<file path="config.mk">
export PLATFORM = sky130hd
export DESIGN_NAME = nucs_dist
export DESIGN_NICKNAME = d
export VERILOG_FILES = /design/src/hdl/nucs_pkg.sv /design/src/hdl/nucs_dist.sv
export SDC_FILE = /design/constraint.sdc
export NUM_CORES = 1
export LEC_CHECK = 0
export BUFFER_PORTS_ARGS = -buffer_cell sky130_fd_sc_hd__buf_2
export CAP_MARGIN = 10
export CORE_UTILIZATION = 50
export DETAILED_ROUTE_END_ITERATION = 6
export PLACE_DENSITY = 0.75
export SKIP_LAST_GASP = 1
export SLEW_MARGIN = 20
export SYNTH_ARGS = -nofsm -noshare
export SYNTH_HDL_FRONTEND = slang
export SYNTH_SLANG_ARGS = --single-unit
</file>
<file path="constraint.sdc">
create_clock -name clk -period 13.46 [get_ports clk]
set_input_delay 2.019 -clock clk [delete_from_list [all_inputs] [get_ports clk]]
set_output_delay 2.019 -clock clk [all_outputs]
set_load 0.005 [all_outputs]
</file>
<file path="src/hdl/nucs_pkg.sv">
// Shared types and constants for the nearest unused color search block.
package nucs_pkg;

	localparam int unsigned WORD_W   = 64;
	localparam int unsigned WORD_AW  = 6;
	localparam logic [2:0]  DEPTH_RST = 3'd6;

	typedef enum logic [2:0] {
		ST_CLEAR,
		ST_IDLE,
		ST_SCAN,
		ST_WRITE,
		ST_DONE
	} state_t;

	// Squared difference of one channel value against the pixel.
	function automatic logic [15:0] sq_diff(input logic [7:0] a, input logic [7:0] b);
		logic [7:0] d;
		d = (a > b) ? (a - b) : (b - a);
		return 16'(d) * 16'(d);
	endfunction

endpackage

</file>
<file path="src/hdl/nucs_dist.sv">
// Distance stage: squared distance of one candidate color, registered.
module nucs_dist (
	input  logic        clk,
	input  logic [7:0]  pr,
	input  logic [7:0]  pg,
	input  logic [7:0]  pb,
	input  logic [7:0]  vr,
	input  logic [7:0]  vg,
	input  logic [7:0]  vb,
	output logic [17:0] dist_s1
);

	logic [17:0] sum;

	assign sum = 18'(nucs_pkg::sq_diff(pr, vr)) + 18'(nucs_pkg::sq_diff(pg, vg))
		+ 18'(nucs_pkg::sq_diff(pb, vb));

	always_ff @(posedge clk) begin
		dist_s1 <= sum;
	end

endmodule

</file>
# After elaboration in Yosys (flattened, before gate mapping)
# Index checks and enable logic that the tools add are counted.
dict set report classes {
  n_bitwise 0
  n_eq_ne 0
  reduce_logical 0
  shifts 0
  order_cmp 3
  addsub 8
  div_mod_pow 0
  mux 3
  multipliers 3
}
# cell count
set ops {}
lappend ops {{8-bit by 8-bit multiplier with 16-bit output} 3}
lappend ops {{8-bit subtractor} 6}
lappend ops {{8-bit > comparator} 3}
lappend ops {{8-bit two-way mux} 3}
lappend ops {{17-bit by 16-bit adder with 18-bit output} 1}
lappend ops {{16-bit by 16-bit adder with 17-bit output} 1}
dict set report totals {
  n_memories 0
  latchBits 0
  register_bits 18
  word_cells 18
  ram_bits 0
  rom_bits 0
  out_inout_bits 18
}

# Logic depth before layout (Yosys ltp)
dict set report logic_depth {
  word_depth 5
  depth_mapped 32
  depth_no_buf 31
}

# Worst setup path after synthesis
# Ideal clock, no wire load.
dict set report synth_path {
  path_type {input to register}
  from {input port pr[0]}
  to {register dist_s1[16]}
  path_slack_ns 3.908
  path_buffers 1
  stages 31
  t_arrival_ns 9.480
  cell_sequence {inv_1 ha_1 inv_1 fa_1 a21o_1 a21oi_1 o21ai_0 nand2_1 mux2i_1 xor2_1 clkbuf_1 or2_2 fa_1 inv_1 fa_1 inv_1 fa_1 fa_1 inv_1 fa_1 inv_1 fa_1 fa_1 inv_1 ha_1 nand2_1 o21ai_0 o41ai_1 o21ai_0 a221oi_1 xnor2_1}
}
dict set report synth_via {
  elab_chain_len 5
  word_cells_on_any_way 7
}
# element line_no
set synth_rtl {}
lappend synth_rtl {{from (decl)} nucs_dist.sv:4} ;# input logic [7:0] pr,
lappend synth_rtl {{8-bit subtractor or 8-bit > comparator (tied branches)} nucs_pkg.sv:19} ;# d = (a > b) ? (a - b) : (b - a);
lappend synth_rtl {{8-bit two-way mux *} nucs_pkg.sv:19}
lappend synth_rtl {{8-bit by 8-bit multiplier with 16-bit output *} nucs_pkg.sv:20} ;# return 16'(d) * 16'(d);
lappend synth_rtl {{16-bit by 16-bit adder with 17-bit output *} nucs_dist.sv:15} ;# assign sum = 18'(nucs_pkg::sq_diff(pr, vr)) + 18'(nucs_pkg::sq_diff(pg, vg))
lappend synth_rtl {{17-bit by 16-bit adder with 18-bit output *} nucs_dist.sv:16} ;# + 18'(nucs_pkg::sq_diff(pb, vb));
lappend synth_rtl {{via sum[16]} nucs_dist.sv:13} ;# logic [17:0] sum;
lappend synth_rtl {{to (signal assigned)} nucs_dist.sv:19} ;# dist_s1 <= sum;
lappend synth_rtl {{to (decl)} nucs_dist.sv:10} ;# output logic [17:0] dist_s1
# Mark *: on every way through the listed nets, which the timed path passes. The rest lies on a longest branch.

# Final worst setup path
# Same ends and word-level chain as after synthesis.

==> results.toml <==
[placed_design]
hpwl_um = 12910
dp_slack_ns = 2.700
gp_congestion = 0.8284
io_buffer_count = 66

[clock_tree]
cts_setup_buffers = 0
root_buffer = "clkbuf_16"
clk_path_buf_depth = 2
clock_sinks = 18
cts.repair.resized = 0
cts_htree_levels = 1
path_clk_slew_ns = 0.05
ctsHoldBuffers = 0
cts_made_buffers = 3
cts_tree = "built"

[cells_and_area]
areaGrowthSynthToFinish_pct = 7.763
fin_nets = 1247
largest_reg_flops = 18
fillers = 1333
antenna_cells = 0
reg.largest.list = "dist_s1: 18 flops"
top_register = "dist_s1"
multi_input_area_sq_um = 6386
drive_above_1_share = 0.1081
register_area_sq_um = 360.3

[drt]
dr.pass1.iters = 4
drc = 0
vias = 5647
finalWirelength_um = 14310
drt_iter0_drc = 203
routedWlPerCell_um = 12.75
antenna_left = 0
vias_per_cell = 5.033

[global_route]
grt_busiest_layer = "met2"
track_usage = 0.1939
met2_usage = 0.3481
grt_overflow = 0
antenna_found_initial = 0
use_met1 = 0.2515
grt_pass1_vias = 5800
grt_max_degree = 14
globalRouteMet3Util = 0.02193
grt_pass1_wl_um = 25220

[yosys]
yosys_warnings = 0
yosysUniqueCellTypes = 57
syn_nets = 1190
synthTopCellsByArea = "fa_1, ha_1, inv_1, dfxtp_1, nor2_1"
synthArstFlopShare = 0
synth_top_flop_cell = "dfxtp_1"
yosysMostFrequentCell = "inv_1"
yosysTopAreaCell = "fa_1"
avgSynthCellArea_sq_um = 8.830
synth_edf_count = 0
syn_area_sq_um = 7752
synthCells = 878
synth_common_cells = "inv_1, fa_1, ha_1"
yosysSeqAreaShare = 0.04648
yosys.area.top_type_share = 0.3589
ys_ff_latch = 18

[worst_hold_path]
holdPathStages = 4
hold_path_class = "primary input to flip-flop"

[floorplan]
fp.dieH_um = 126.5
die_x_um = 126.5
dieArea_sq_um = 16010
core_area_sq_um = 15150
start_util = 0.5119
io_pins = 67
num_rows = 45

[setup_path]
crit_fanout = 13
required_ns = 13.65
max_stage_delay_ns = 0.74
cp_slowest_cell = "xor2_1"
crit_top_cell = "fa_1"
criticalPathCategory = "primary input to flip-flop"
cp.arrival_ns = 10.64
critPathLaunchType = "primary input"
cp-end-kind = "flip-flop"

[run]
drv_cap = 0

[run_status]
outcome = "finished clean"

[timing]
rsz0062_at_grt = "no"
maxSlewHeadroom = 0.3257
tightest_slew_ns = 1.004
finalSetupTns_ns = 0
post-route-period-util = 0.7761
layout_min_cycle_time_ns = 10.45
setup_ws_ns = 3.013
hold_violations = 0
report.final.slew_viol_count = 0
fmax_mhz = 95.72
setup_viol = 0
[worst max-delay path, delay by kind of cell]
| family | cells | cell delay (ns) |
|---|---|---|
| AO/OA/AOI/OAI | 7 | 2.00 |
| XOR/XNOR | 2 | 0.89 |
| adder cells (fa/ha/maj) | 10 | 4.47 |
| buffers and inverters | 7 | 0.43 |
| multiplexers | 1 | 0.26 |
| AND/OR/NAND/NOR | 3 | 0.55 |
[path summary, 6_finish.rpt]
path,start,to,slack [ns]
min,vg[0],dist_s1[0],2.50
max,pr[0],dist_s1[16],3.01
[stage by stage]
step                      hold slack, ns  utilization  area, sq um  std cells
after CTS                          2.485       0.5516         8354       1122
after global routing               2.523       0.5516         8354       1122
after global placement             2.393       0.5457         8265       1118
final                              2.496       0.5516         8354       1122
after floorplan                    2.303            -         7752        878
after detailed placement           2.394       0.5457         8265       1118
[layout make-up]
type / count / share of cell area
sequential: 18 / 0.04313
inverter: 248 / 0.1114
multi-input combinational: 595 / 0.7644
tap: 188 / 0.02816
timing repair buffer: 69 / 0.04223
clock buffer: 4 / 0.01063
[routing by layer]
| metal | part of all wire | vias up |
|---|---|---|
| li1 | - | 2777 |
| met1 | 0.44 | 2782 |
| met2 | 0.52 | 73 |
| met3 | 0.029 | 15 |
| met4 | 0.015 | 0 |
| met5 | 0 | - |
[cells in the final DEF (no fill, tap or decap), types with 2 or more instances in the layout]
cell,count
nor3_1,4
xor2_1,13
nand3b_1,3
fa_1,139
a21o_1,14
inv_2,2
a221o_1,2
o21bai_1,6
a21boi_0,2
o21ai_0,17
ha_1,124
a211oi_1,3
nor2_1,79
and3_1,4
buf_4,3
nand4_1,2
nand2_2,2
xnor2_1,20
and2_1,3
a31oi_1,5
a21oi_1,38
a221oi_1,3
xor2_2,2
buf_2,66
mux2i_1,17
clkbuf_16,3
nor2b_1,10
or2_2,14
o211ai_1,2
nand2_1,18
nand3_1,8
inv_1,246
dfxtp_1,18
nand2b_1,18
[kinds of logic after synthesis]
logic type,Yosys count,share of synthesized area
buf+inv,265,0.1298
fa+ha+maj,263,0.5591
simple gates,173,0.1083
compound gates,105,0.08974
xor+xnor,35,0.04148
mux,19,0.02518
flops,18,0.04648
Power is not shown: default switching activity piles up to over one toggle a cycle in this logic, so the estimate is an artifact.
